==> src/hw/rtl/mefl_pkg.sv <==
`timescale 1ns / 1ps

package mefl_pkg;

   // Action codes of an input beat.
   localparam logic [2:0] ACT_MOVE    = 3'd0;
   localparam logic [2:0] ACT_SET_POS = 3'd1;
   localparam logic [2:0] ACT_WHEEL   = 3'd2;
   localparam logic [2:0] ACT_PRESS   = 3'd3;
   localparam logic [2:0] ACT_RELEASE = 3'd4;
   localparam logic [2:0] ACT_FRAME   = 3'd5;

   // Per-button state codes.
   localparam logic [1:0] BTN_INACTIVE = 2'd0;
   localparam logic [1:0] BTN_DOWN     = 2'd1;
   localparam logic [1:0] BTN_PRESSED  = 2'd2;
   localparam logic [1:0] BTN_RELEASED = 2'd3;

   // Number of button slots in the packed state word.
   localparam int BTN_SLOTS = 8;

   typedef enum logic [2:0] {
      ST_IDLE,
      ST_EXEC,
      ST_DRAIN_RD,
      ST_DRAIN_APPLY,
      ST_DONE
   } state_type;

   typedef struct packed {
      logic accept;
      logic exec;
      logic drain_apply;
      logic load_out;
   } cmd_type;

   typedef struct packed {
      logic is_frame;
      logic queue_empty;
      logic out_free;
   } sts_type;

   // Signed 16-bit add that clamps to the 16-bit range.
   function automatic logic signed [15:0] sat_add16(input logic signed [15:0] a,
                                                    input logic signed [15:0] b);
      logic signed [16:0] s;
      s = {a[15], a} + {b[15], b};
      if (s[16] != s[15]) begin
         return s[16] ? 16'sh8000 : 16'sh7fff;
      end
      return s[15:0];
   endfunction

endpackage

==> src/hw/rtl/mefl_ctrl.sv <==
`timescale 1ns / 1ps

module mefl_ctrl (
   input  logic              clock,
   input  logic              reset,
   input  logic              req_valid,
   output logic              req_stall,
   input  mefl_pkg::sts_type sts,
   output mefl_pkg::cmd_type cmd
);

   mefl_pkg::state_type state_ff, state_in;

   always_ff @(posedge clock) begin
      if (reset) begin
         state_ff <= mefl_pkg::ST_IDLE;
      end else begin
         state_ff <= state_in;
      end
   end

   always_comb begin
      state_in = state_ff;
      cmd      = '0;
      req_stall = 1'b1;
      case (state_ff)
         mefl_pkg::ST_IDLE: begin
            req_stall = 1'b0;
            if (req_valid) begin
               cmd.accept = 1'b1;
               state_in   = mefl_pkg::ST_EXEC;
            end
         end
         mefl_pkg::ST_EXEC: begin
            cmd.exec = 1'b1;
            state_in = sts.is_frame ? mefl_pkg::ST_DRAIN_RD : mefl_pkg::ST_DONE;
         end
         mefl_pkg::ST_DRAIN_RD: begin
            // The queue read data register fills during this cycle.
            state_in = sts.queue_empty ? mefl_pkg::ST_DONE : mefl_pkg::ST_DRAIN_APPLY;
         end
         mefl_pkg::ST_DRAIN_APPLY: begin
            cmd.drain_apply = 1'b1;
            state_in        = mefl_pkg::ST_DRAIN_RD;
         end
         mefl_pkg::ST_DONE: begin
            if (sts.out_free) begin
               cmd.load_out = 1'b1;
               state_in     = mefl_pkg::ST_IDLE;
            end
         end
         default: begin
            state_in = mefl_pkg::ST_IDLE;
         end
      endcase
   end

endmodule

==> src/hw/rtl/mefl_datapath.sv <==
`timescale 1ns / 1ps

module mefl_datapath #(
   parameter int QUEUE_DEPTH  = 16,
   parameter int BUTTON_COUNT = 8
) (
   input  logic                clock,
   input  logic                reset,
   input  mefl_pkg::cmd_type   cmd,
   output mefl_pkg::sts_type   sts,
   input  logic [2:0]          req_action,
   input  logic signed [15:0]  req_coord_x,
   input  logic signed [15:0]  req_coord_y,
   input  logic signed [7:0]   req_wheel_step,
   input  logic [2:0]          req_button_index,
   output logic                rsp_valid,
   input  logic                rsp_stall,
   output logic signed [15:0]  rsp_pos_x,
   output logic signed [15:0]  rsp_pos_y,
   output logic signed [15:0]  rsp_frame_dx,
   output logic signed [15:0]  rsp_frame_dy,
   output logic signed [15:0]  rsp_wheel_total,
   output logic signed [15:0]  rsp_wheel_delta,
   output logic [15:0]         rsp_button_states,
   output logic [4:0]          rsp_queue_count,
   output logic                rsp_dropped
);

   localparam int IDX_W = $clog2(QUEUE_DEPTH);
   localparam int CNT_W = $clog2(QUEUE_DEPTH + 1);
   localparam int QC_W  = (CNT_W > 5) ? CNT_W : 5;

   // Captured input beat.
   logic [2:0]         action_ff;
   logic signed [15:0] cx_ff, cy_ff;
   logic signed [7:0]  ws_ff;
   logic [2:0]         btn_ff;

   // Accumulators.
   logic signed [15:0] pos_x_ff, pos_x_in, pos_y_ff, pos_y_in;
   logic signed [15:0] dx_ff, dx_in, dy_ff, dy_in;
   logic signed [15:0] whl_ff, whl_in, whl_d_ff, whl_d_in;
   logic               dropped_ff, dropped_in;

   logic [1:0] btn_state_ff [mefl_pkg::BTN_SLOTS];
   logic [1:0] btn_state_in [mefl_pkg::BTN_SLOTS];

   // Event queue: press flag in bit 3, button in bits 2..0.
   logic [3:0]       queue_mem [QUEUE_DEPTH];
   logic [3:0]       rd_data_ff;
   logic [IDX_W-1:0] rd_slot_ff, rd_slot_in, wr_slot_ff, wr_slot_in;
   logic [CNT_W-1:0] count_ff, count_in;
   logic             mem_we;
   logic [3:0]       mem_wdata;

   logic             btn_ok;
   logic [QC_W-1:0]  count_ext;

   // Output register.
   logic               rsp_valid_ff;
   logic signed [15:0] o_pos_x_ff, o_pos_y_ff, o_dx_ff, o_dy_ff, o_whl_ff, o_whl_d_ff;
   logic [15:0]        o_states_ff, states_now;
   logic [4:0]         o_count_ff;
   logic               o_dropped_ff;

   assign btn_ok = {1'b0, btn_ff} < 4'(BUTTON_COUNT);

   always_ff @(posedge clock) begin
      if (cmd.accept) begin
         action_ff <= req_action;
         cx_ff     <= req_coord_x;
         cy_ff     <= req_coord_y;
         ws_ff     <= req_wheel_step;
         btn_ff    <= req_button_index;
      end
   end

   always_comb begin
      pos_x_in   = pos_x_ff;
      pos_y_in   = pos_y_ff;
      dx_in      = dx_ff;
      dy_in      = dy_ff;
      whl_in     = whl_ff;
      whl_d_in   = whl_d_ff;
      dropped_in = dropped_ff;
      rd_slot_in = rd_slot_ff;
      wr_slot_in = wr_slot_ff;
      count_in   = count_ff;
      mem_we     = 1'b0;
      mem_wdata  = {(action_ff == mefl_pkg::ACT_PRESS), btn_ff};
      for (int i = 0; i < mefl_pkg::BTN_SLOTS; i++) begin
         btn_state_in[i] = btn_state_ff[i];
      end

      if (cmd.exec) begin
         dropped_in = 1'b0;
         case (action_ff)
            mefl_pkg::ACT_MOVE: begin
               dx_in    = mefl_pkg::sat_add16(dx_ff, cx_ff);
               dy_in    = mefl_pkg::sat_add16(dy_ff, cy_ff);
               pos_x_in = mefl_pkg::sat_add16(pos_x_ff, cx_ff);
               pos_y_in = mefl_pkg::sat_add16(pos_y_ff, cy_ff);
            end
            mefl_pkg::ACT_SET_POS: begin
               dx_in    = '0;
               dy_in    = '0;
               pos_x_in = cx_ff;
               pos_y_in = cy_ff;
            end
            mefl_pkg::ACT_WHEEL: begin
               whl_in   = mefl_pkg::sat_add16(whl_ff, 16'(ws_ff));
               whl_d_in = mefl_pkg::sat_add16(whl_d_ff, 16'(ws_ff));
            end
            mefl_pkg::ACT_PRESS, mefl_pkg::ACT_RELEASE: begin
               if (btn_ok) begin
                  if (count_ff == CNT_W'(QUEUE_DEPTH)) begin
                     dropped_in = 1'b1;
                  end else begin
                     mem_we     = 1'b1;
                     wr_slot_in = (wr_slot_ff == IDX_W'(QUEUE_DEPTH - 1)) ? '0
                                                                          : wr_slot_ff + 1'b1;
                     count_in   = count_ff + 1'b1;
                  end
               end
            end
            mefl_pkg::ACT_FRAME: begin
               dx_in    = '0;
               dy_in    = '0;
               whl_d_in = '0;
               for (int i = 0; i < mefl_pkg::BTN_SLOTS; i++) begin
                  if (i < BUTTON_COUNT) begin
                     if (btn_state_ff[i] == mefl_pkg::BTN_DOWN) begin
                        btn_state_in[i] = mefl_pkg::BTN_PRESSED;
                     end else if (btn_state_ff[i] == mefl_pkg::BTN_RELEASED) begin
                        btn_state_in[i] = mefl_pkg::BTN_INACTIVE;
                     end
                  end
               end
            end
            default: begin
            end
         endcase
      end

      if (cmd.drain_apply) begin
         if ({1'b0, rd_data_ff[2:0]} < 4'(BUTTON_COUNT)) begin
            btn_state_in[rd_data_ff[2:0]] = rd_data_ff[3] ? mefl_pkg::BTN_DOWN
                                                          : mefl_pkg::BTN_RELEASED;
         end
         rd_slot_in = (rd_slot_ff == IDX_W'(QUEUE_DEPTH - 1)) ? '0 : rd_slot_ff + 1'b1;
         count_in   = count_ff - 1'b1;
      end
   end

   always_ff @(posedge clock) begin
      if (reset) begin
         pos_x_ff   <= '0;
         pos_y_ff   <= '0;
         dx_ff      <= '0;
         dy_ff      <= '0;
         whl_ff     <= '0;
         whl_d_ff   <= '0;
         dropped_ff <= 1'b0;
         rd_slot_ff <= '0;
         wr_slot_ff <= '0;
         count_ff   <= '0;
         for (int i = 0; i < mefl_pkg::BTN_SLOTS; i++) begin
            btn_state_ff[i] <= mefl_pkg::BTN_INACTIVE;
         end
      end else begin
         pos_x_ff   <= pos_x_in;
         pos_y_ff   <= pos_y_in;
         dx_ff      <= dx_in;
         dy_ff      <= dy_in;
         whl_ff     <= whl_in;
         whl_d_ff   <= whl_d_in;
         dropped_ff <= dropped_in;
         rd_slot_ff <= rd_slot_in;
         wr_slot_ff <= wr_slot_in;
         count_ff   <= count_in;
         for (int i = 0; i < mefl_pkg::BTN_SLOTS; i++) begin
            btn_state_ff[i] <= btn_state_in[i];
         end
      end
   end

   always_ff @(posedge clock) begin
      if (mem_we) begin
         queue_mem[wr_slot_ff] <= mem_wdata;
      end
      rd_data_ff <= queue_mem[rd_slot_ff];
   end

   always_comb begin
      for (int i = 0; i < mefl_pkg::BTN_SLOTS; i++) begin
         states_now[2*i +: 2] = btn_state_ff[i];
      end
   end

   assign count_ext = QC_W'(count_ff);

   always_ff @(posedge clock) begin
      if (reset) begin
         rsp_valid_ff <= 1'b0;
      end else if (cmd.load_out) begin
         rsp_valid_ff <= 1'b1;
      end else if (!rsp_stall) begin
         rsp_valid_ff <= 1'b0;
      end
   end

   always_ff @(posedge clock) begin
      if (cmd.load_out) begin
         o_pos_x_ff   <= pos_x_ff;
         o_pos_y_ff   <= pos_y_ff;
         o_dx_ff      <= dx_ff;
         o_dy_ff      <= dy_ff;
         o_whl_ff     <= whl_ff;
         o_whl_d_ff   <= whl_d_ff;
         o_states_ff  <= states_now;
         o_count_ff   <= count_ext[4:0];
         o_dropped_ff <= dropped_ff;
      end
   end

   assign sts.is_frame    = (action_ff == mefl_pkg::ACT_FRAME);
   assign sts.queue_empty = (count_ff == '0);
   assign sts.out_free    = !rsp_valid_ff || !rsp_stall;

   assign rsp_valid         = rsp_valid_ff;
   assign rsp_pos_x         = o_pos_x_ff;
   assign rsp_pos_y         = o_pos_y_ff;
   assign rsp_frame_dx      = o_dx_ff;
   assign rsp_frame_dy      = o_dy_ff;
   assign rsp_wheel_total   = o_whl_ff;
   assign rsp_wheel_delta   = o_whl_d_ff;
   assign rsp_button_states = o_states_ff;
   assign rsp_queue_count   = o_count_ff;
   assign rsp_dropped       = o_dropped_ff;

endmodule

==> src/hw/rtl/mouse_event_frame_latcher_core.sv <==
// Each beat is captured and executed, and its snapshot is loaded into the result register
// once that register is free; on a frame update the queued button events are drained before
// the load, one entry at a time by a registered RAM read and then an apply step. The
// controller's accept/execute/deliver sequence takes a new beat only after the last is loaded.
// Reset (synchronous, active high) zeroes position, deltas and wheel, sets every button
// inactive, empties the queue and clears the result valid flag; the queue RAM and result data are not cleared.
`timescale 1ns / 1ps

module mouse_event_frame_latcher_core #(
   parameter int QUEUE_DEPTH  = 16,
   parameter int BUTTON_COUNT = 8
) (
   input  logic               clock,
   input  logic               reset,
   // Input channel.
   input  logic               req_valid,
   output logic               req_stall,
   input  logic [2:0]         req_action,
   input  logic signed [15:0] req_coord_x,
   input  logic signed [15:0] req_coord_y,
   input  logic signed [7:0]  req_wheel_step,
   input  logic [2:0]         req_button_index,
   // Result channel.
   output logic               rsp_valid,
   input  logic               rsp_stall,
   output logic signed [15:0] rsp_pos_x,
   output logic signed [15:0] rsp_pos_y,
   output logic signed [15:0] rsp_frame_dx,
   output logic signed [15:0] rsp_frame_dy,
   output logic signed [15:0] rsp_wheel_total,
   output logic signed [15:0] rsp_wheel_delta,
   output logic [15:0]        rsp_button_states,
   output logic [4:0]         rsp_queue_count,
   output logic               rsp_dropped
);

   // The controller sequences each beat: it captures the beat, runs the execute
   // step, walks the button event queue on a frame update, and then hands the
   // snapshot to the result register once that register is free. The result
   // register lets the next beat be accepted while a result still waits.
   mefl_pkg::cmd_type cmd;
   mefl_pkg::sts_type sts;

   mefl_ctrl u_ctrl (
      .clock     (clock),
      .reset     (reset),
      .req_valid (req_valid),
      .req_stall (req_stall),
      .sts       (sts),
      .cmd       (cmd)
   );

   // The datapath holds the saturating accumulators, the button states, the
   // event queue RAM with its slot pointers and fill count, and the result register.
   mefl_datapath #(
      .QUEUE_DEPTH  (QUEUE_DEPTH),
      .BUTTON_COUNT (BUTTON_COUNT)
   ) u_datapath (
      .clock             (clock),
      .reset             (reset),
      .cmd               (cmd),
      .sts               (sts),
      .req_action        (req_action),
      .req_coord_x       (req_coord_x),
      .req_coord_y       (req_coord_y),
      .req_wheel_step    (req_wheel_step),
      .req_button_index  (req_button_index),
      .rsp_valid         (rsp_valid),
      .rsp_stall         (rsp_stall),
      .rsp_pos_x         (rsp_pos_x),
      .rsp_pos_y         (rsp_pos_y),
      .rsp_frame_dx      (rsp_frame_dx),
      .rsp_frame_dy      (rsp_frame_dy),
      .rsp_wheel_total   (rsp_wheel_total),
      .rsp_wheel_delta   (rsp_wheel_delta),
      .rsp_button_states (rsp_button_states),
      .rsp_queue_count   (rsp_queue_count),
      .rsp_dropped       (rsp_dropped)
   );

endmodule

==> config.mk <==
export PLATFORM = sky130hd
export DESIGN_NAME = mouse_event_frame_latcher_core
export DESIGN_NICKNAME = d
export VERILOG_FILES = /design/src/hw/rtl/mefl_pkg.sv /design/src/hw/rtl/mefl_ctrl.sv /design/src/hw/rtl/mefl_datapath.sv /design/src/hw/rtl/mouse_event_frame_latcher_core.sv
export SDC_FILE = /design/constraint.sdc
export NUM_CORES = 1
export LEC_CHECK = 0
export BUFFER_PORTS_ARGS = -buffer_cell sky130_fd_sc_hd__buf_2
export CORE_MARGIN = 5
export CORE_UTILIZATION = 45
export DETAILED_ROUTE_END_ITERATION = 8
export PLACE_DENSITY = 0.73
export SYNTH_ARGS = -nofsm -noshare
export SYNTH_HDL_FRONTEND = slang
export SYNTH_SLANG_ARGS = --single-unit
==> constraint.sdc <==
create_clock -name clock -period 7.6 [get_ports clock]
set_input_delay 1.52 -clock clock [delete_from_list [all_inputs] [get_ports clock]]
set_output_delay 1.52 -clock clock [all_outputs]
set_load 0.05 [all_outputs]
-- After elaboration in Yosys (flattened, before gate mapping)
Memories as Yosys holds them, arrays and structs flattened. A register that Yosys moved wholly into a read port is not among the register bits.
Index checks and enable logic that the tools add are counted.
- $add $sub $neg: 10
- bitwise operators: 10
- equal/unequal tests: 38
- multiplexer cells: 102
- reduce and logical (&&, ||, !) cells: 21
- $lt $le $gt $ge: 2
- operators by type and width (kind ; number):
    16-bit two-way mux ; 21
    16-bit case mux with 2 select lines ; 5
    16-bit by 16-bit adder with 17-bit output ; 4
    2-bit two-way mux ; 26
    1-bit two-way mux ; 37
    16-bit by 8-bit adder with 17-bit output ; 2
    5-bit two-way mux ; 4
    16-bit bitwise mux ; 1
    2-bit by 1-bit == test with 1-bit output, second input constant ; 8
    2-bit == test, second input constant ; 8
    3-bit case mux with 5 select lines ; 1
    3-bit by 2-bit == test with 1-bit output, second input constant ; 4
    3-bit two-way mux ; 4
    2-bit AND reduction ; 5
    2-bit nonzero test ; 5
    3-bit == test, second input constant ; 3
    4-bit by 1-bit adder with 4-bit output, second input constant ; 2
    4-bit == test, second input constant ; 2
    4-bit two-way mux ; 2
    1-bit bitwise OR ; 8
    2-bit demux with 3-bit select ; 1
    3-bit by 1-bit == test with 1-bit output, second input constant ; 2
    3-bit logical NOT ; 2
    1-bit inequality test ; 6
    other kinds (15) ; 20
- word-level logic and storage cells: 211
- register bits after elaboration: 278
- memories: 2
- bits in writable memories: 80
- output and inout port bits: 120
- input bits: 50
- memory list (memory ; depth ; bits a word ; read ports ; clocked after Yosys merged registers in ; write ports ; RTL line ; source):
    u_datapath.queue_mem ; 16 ; 4 ; 1 ; 1 ; 1 ; mefl_datapath.sv:49 ; logic [3:0] queue_mem [QUEUE_DEPTH];
    u_datapath.btn_state_ff ; 8 ; 2 ; 8 ; 0 ; 8 ; mefl_datapath.sv:45 ; logic [1:0] btn_state_ff [mefl_pkg::BTN_SLOTS];

-- Longest topological paths before layout
An unclocked memory read counts as a cell.
- depth after elaboration: 9
- depth in mapped cells: 12
- gate-level depth less buffers: 11

-- By module
A second synthesis with hierarchy kept.
- cell total of the unflattened synthesis: 1598
- area, all modules: 17784.6 µm²
- by module, submodules not included (module ; sequential area each (µm²) ; times used ; cells each ; area each (µm²)):
    mefl_datapath ; 9469.1 ; 1 ; 1579 ; 17614.4
    mefl_ctrl ; 60.1 ; 1 ; 19 ; 170.2

-- Worst setup path before layout
OpenSTA, ideal clock, no wires.
- kind: input to register
- start: in rsp_stall
- end: reg u_datapath.o_states_ff[0] (netlist: u_datapath.rsp_button_states[0]) (read register of u_datapath.btn_state_ff) (enable)
- cell stages on the path: 1
- path buffers: 0
- setup slack: -260 ps
- arrival time: 7226 ps
- library setup time: 634 ps
- data required time: 6966 ps
- path through: a21oi_1
- longest elaborated chain between the ends: 4
- RTL lines (what ; RTL line ; source):
    start: declaration ; mouse_event_frame_latcher_core.sv:25 ; input logic rsp_stall,
    1-bit logical NOT ; -- ;
    1-bit logical OR ; mefl_datapath.sv:228 ; assign sts.out_free = !rsp_valid_ff || !rsp_stall;
    1-bit two-way mux ; mefl_ctrl.sv:47 ; if (sts.out_free) begin
    1-bit two-way mux ; mefl_ctrl.sv:26 ; case (state_ff)
    end: declaration ; mefl_datapath.sv:62 ; logic [15:0] o_states_ff, states_now;
No other way between the ends.
A chain may end at the register's enable or synchronous reset.

-- Worst setup path in the final report
- start: reg u_datapath.cy_ff[0]
- end: reg u_datapath.dy_ff[2]
- longest elaborated chain between the ends: 7
- elaborated cells between the ends (all ways): 9
- classes of those cells: add/sub (1); eq/ne (1); mux (7)
- RTL lines (what ; RTL line ; source):
    start: declaration ; mefl_datapath.sv:35 ; logic signed [15:0] cx_ff, cy_ff;
    start signal: assignment ; mefl_datapath.sv:72 ; cy_ff <= req_coord_y;
    16-bit by 16-bit adder with 17-bit output (*) ; mefl_pkg.sv:47 ; s = {a[15], a} + {b[15], b};
    1-bit inequality test ; mefl_pkg.sv:48 ; if (s[16] != s[15]) begin
    1-bit two-way mux ; mefl_pkg.sv:48 ;
    1-bit two-way mux ; mefl_datapath.sv:97 ; case (action_ff)
    1-bit two-way mux ; mefl_datapath.sv:95 ; if (cmd.exec) begin
    16-bit two-way mux (*) ; mefl_pkg.sv:51 ; return s[15:0];
    16-bit case mux with 2 select lines (*) ; mefl_datapath.sv:97 ;
    end signal: assignment ; mefl_datapath.sv:174 ; dy_ff <= dy_in;
    end: declaration ; mefl_datapath.sv:41 ; logic signed [15:0] dx_ff, dx_in, dy_ff, dy_in;
Every way passes the cells marked *; elsewhere a longest branch is shown, timed or not. The select of a mux whose other input is x is not followed.

==> results.py <==
metrics = {
    "critical_path": {
        "startpoint": "u_datapath.cy_ff[0]",
        "startpoint_type": "flip-flop",
        "cp.required_ns": 8.08,
        "reg2reg_from": "u_datapath.cy_ff[0]",
        "critical_path_class": "reg2reg",
        "crit_path_end_kind": "flip-flop",
        "crit_family": "compound AO/OA/AOI/OAI gates",
        "crit_top_cell": "o21ai_0",
        "critical_path_buf_inv_count": 0,
        "path_max_fanout": 15,
        "critPathSlowestCell": "xnor2_1",
        "max_stage_delay_ns": 0.98,
        "crit_arrival_ns": 4.42,
        "crit_chain": "ha_1 -> fa_1 -> a211oi_1 -> o21ai_0 -> a21oi_1 -> o31a_1 -> o21ai_0 -> xnor2_1 -> o21ai_0 -> a21oi_1",
    },
    "placement": {
        "portBuffers": 169,
        "gp_congestion": 0.883,
        "placed_cell_area_um2": 18900,
        "dp_hpwl_mm": 28.8,
    },
    "clock_tree": {
        "cts-htree-levels": 2,
        "clk_latency_ns": 0.56,
        "cts-root-buf": "clkbuf_16",
        "cts_tree": "yes",
        "clock_sinks": 362,
        "hold_buffers": 0,
        "clockBufferDepth": 3,
        "cts.clk_slew.worst_paths_ns": 0.06,
        "cts_made_buffers": 40,
        "post_cts_resized": 0,
        "cts_setup_buffers": 0,
    },
    "power": {
        "seq_power_share_pct": 48.4,
        "p_comb_share_pct": 9.2,
        "clkPwrFrac_pct": 42.4,
        "swShare_pct": 25.0,
        "p_per_area_nw_per_um2": 225,
        "leakagePower_nw": 7.78,
        "max-vdd-ir-drop_mv": 0.132,
        "power.internal_mw": 3.40,
        "switchingPower_mw": 1.14,
    },
    "global_route": {
        "grt_overflow": 0,
        "grt_pass1_wl_mm": 66.5,
        "gr-usage-all-layers_pct": 18.7,
        "grt_pass1_vias": 12400,
        "antenna_found_initial": 1,
        "grt_max_degree": 84,
    },
    "layout": {
        "layout.cells.most_common": "edfxtp_1",
        "fin_area_um2": 20200,
        "syn_to_final_growth_pct": 15.3,
        "drive_above_1_share_pct": 16.5,
        "nets": 1900,
        "final_cell_mix": "edfxtp_1 (228), buf_2 (169), a21oi_1 (163)",
    },
    "routing": {
        "firstDrtPassIters": 5,
        "wirelength_mm": 40.9,
        "vias": 12600,
        "drt_iter0_drc": 828,
        "wl_per_cell_um": 17.9,
        "postRouteAntennaNets": 0,
        "vias_per_cell": 5.52,
        "drc": 0,
    },
    "logic_synthesis": {
        "ys_types": 83,
        "synthMuxAreaShare_pct": 2.81,
        "synth_area_um2": 17500,
        "synth.avg_cell_area_um2": 11.2,
        "ys_seq_elements": 362,
        "synth-edff-count": 228,
        "synth-async-reset-ratio_pct": 0,
        "synth_warnings": 0,
        "synth-compound-area-share_pct": 17.2,
        "synth_xor_area_share_pct": 3.90,
        "synth-simple-area-share_pct": 10.4,
        "ys_seq_area_share_pct": 54.5,
        "synth_top_family_by_area": "compound AO/OA/AOI/OAI gates",
        "synthCells": 1561,
        "syn_nets": 1730,
        "synth_ff_type": "edfxtp_1",
        "synthAdderAreaFrac_pct": 8.99,
    },
    "sta": {
        "skew_ns": 0.0136,
        "drv_slew": 0,
        "worst_slew_pin_slew_ns": 1.25,
        "tns_ns": 0,
        "fmax_mhz": 254,
        "finalCritPeriodShare_pct": 51.8,
        "relSlewSlack_pct": 16.1,
        "rsz0062_at_grt": "false",
        "hold_viol": 0,
        "fin_crit_ns": 3.94,
        "setup_viol": 0,
    },
    "run": {
        "cap_violations": 0,
    },
    "floorplan": {
        "die_w_um": 207,
        "die_h_um": 207,
        "row_count": 72,
        "num_io_pins": 170,
        "die_area_um2": 42900,
        "start_util_pct": 45.3,
        "core-area_um2": 38600,
    },
    "worst_hold_path": {
        "min_from": "u_datapath.dropped_ff",
        "min_path_type": "reg2reg",
    },
    "run_status": {
        "status": "finished, final reports clean",
    },
}
stage by stage:
stage | power (mW) | worst slack, ns | hold slack (ns) | std cells | util [%]
after CTS | 4.58 | 3.79 | 0.453 | 2281 | 52.3
after detailed placement | 2.65 | 3.82 | 0.427 | 2207 | 48.9
final | 4.53 | 3.66 | 0.459 | 2282 | 52.3
after global placement | 2.64 | 3.95 | 0.425 | 2207 | 48.9
after floorplan | 2.53 | 2.41 | 0.409 | 1561 | -
after global routing | 4.71 | 3.46 | 0.471 | 2282 | 52.3
per-layer routing:
metal	part of all wire (%)	vias to the layer above	GRT usage [%]
li1	-	6156	-
met1	45	6068	25.3
met2	47	304	30.6
met3	5.3	62	3.78
met4	2.4	0	5.75
met5	0	-	0
final timing paths:
kind                             to  depth (start not counted)  slack (ns)
min reg2reg  u_datapath.rsp_dropped                          0        0.46
max             u_datapath.dy_ff[2]                         10        3.66
max reg2reg     u_datapath.dy_ff[2]                         10        3.66
min          u_datapath.rsp_dropped                          0        0.46
power groups by stage:
stage,logic [mW],clock network [mW],registers (mW)
floorplan,0.253,0,2.28
global placement,0.405,0,2.23
detailed placement,0.415,0,2.23
CTS,0.418,1.97,2.19
global route,0.460,2.06,2.20
finish,0.417,1.92,2.19
area by class of cell:
type | count | area, um2
sequential | 362 | 9530
fill | 3388 | 18400
clock buffer | 52 | 1080
inverter | 46 | 173
tap | 518 | 648
clock inverter | 22 | 218
antenna | 1 | 2.50
timing repair buffer | 181 | 936
multi-input combinational | 1100 | 7580
registers in the layout (all words and copies together) (netlist names), 4 cells and up:
register,flops
u_datapath.queue_mem,64
u_datapath.btn_state_ff,16
u_datapath.cx_ff,16
u_datapath.cy_ff,16
u_datapath.dx_ff,16
u_datapath.dy_ff,16
u_datapath.pos_x_ff,16
u_datapath.pos_y_ff,16
u_datapath.rsp_button_states,16
u_datapath.rsp_frame_dx,16
u_datapath.rsp_frame_dy,16
u_datapath.rsp_pos_x,16
u_datapath.rsp_pos_y,16
u_datapath.rsp_wheel_delta,16
u_datapath.rsp_wheel_total,16
u_datapath.whl_d_ff,16
u_datapath.whl_ff,16
u_datapath.ws_ff,8
u_datapath.count_ext,5
u_datapath.rsp_queue_count,5
u_datapath.rd_data_ff,4
u_datapath.rd_slot_ff,4
u_datapath.wr_slot_ff,4
cell usage after synthesis (all sizes together) (4+ instances only):
master / instances / area (um2)
a211o: 5 / 45.0
a211oi: 24 / 180
a21o: 35 / 265
a21oi: 166 / 838
a221o: 5 / 50.1
a31oi: 11 / 68.8
a32oi: 4 / 35.0
and2: 6 / 38.8
and3: 9 / 56.3
and4: 4 / 35.0
buf: 14 / 71.3
clkbuf: 39 / 146
dfxtp: 134 / 2680
edfxtp: 228 / 6850
fa: 7 / 140
ha: 112 / 1400
inv: 45 / 169
mux2i: 4 / 40.0
mux4: 20 / 450
nand2: 146 / 548
nand2b: 18 / 113
nand3: 17 / 85.1
nor2: 112 / 428
nor2b: 15 / 93.8
nor3: 27 / 135
nor3b: 7 / 52.6
nor4: 6 / 37.5
o211a: 5 / 50.1
o211ai: 14 / 115
o21a: 21 / 159
o21ai: 143 / 716
o21bai: 12 / 90.1
or3: 9 / 56.3
xnor2: 53 / 472
xor2: 24 / 210
kinds of logic after synthesis:
group / Yosys count
compound gates: 485
xor+xnor: 77
fa+ha+maj: 122
buf+inv: 99
flops: 362
mux: 24
simple gates: 392
Note: power is estimated with default switching activity, not from simulation.
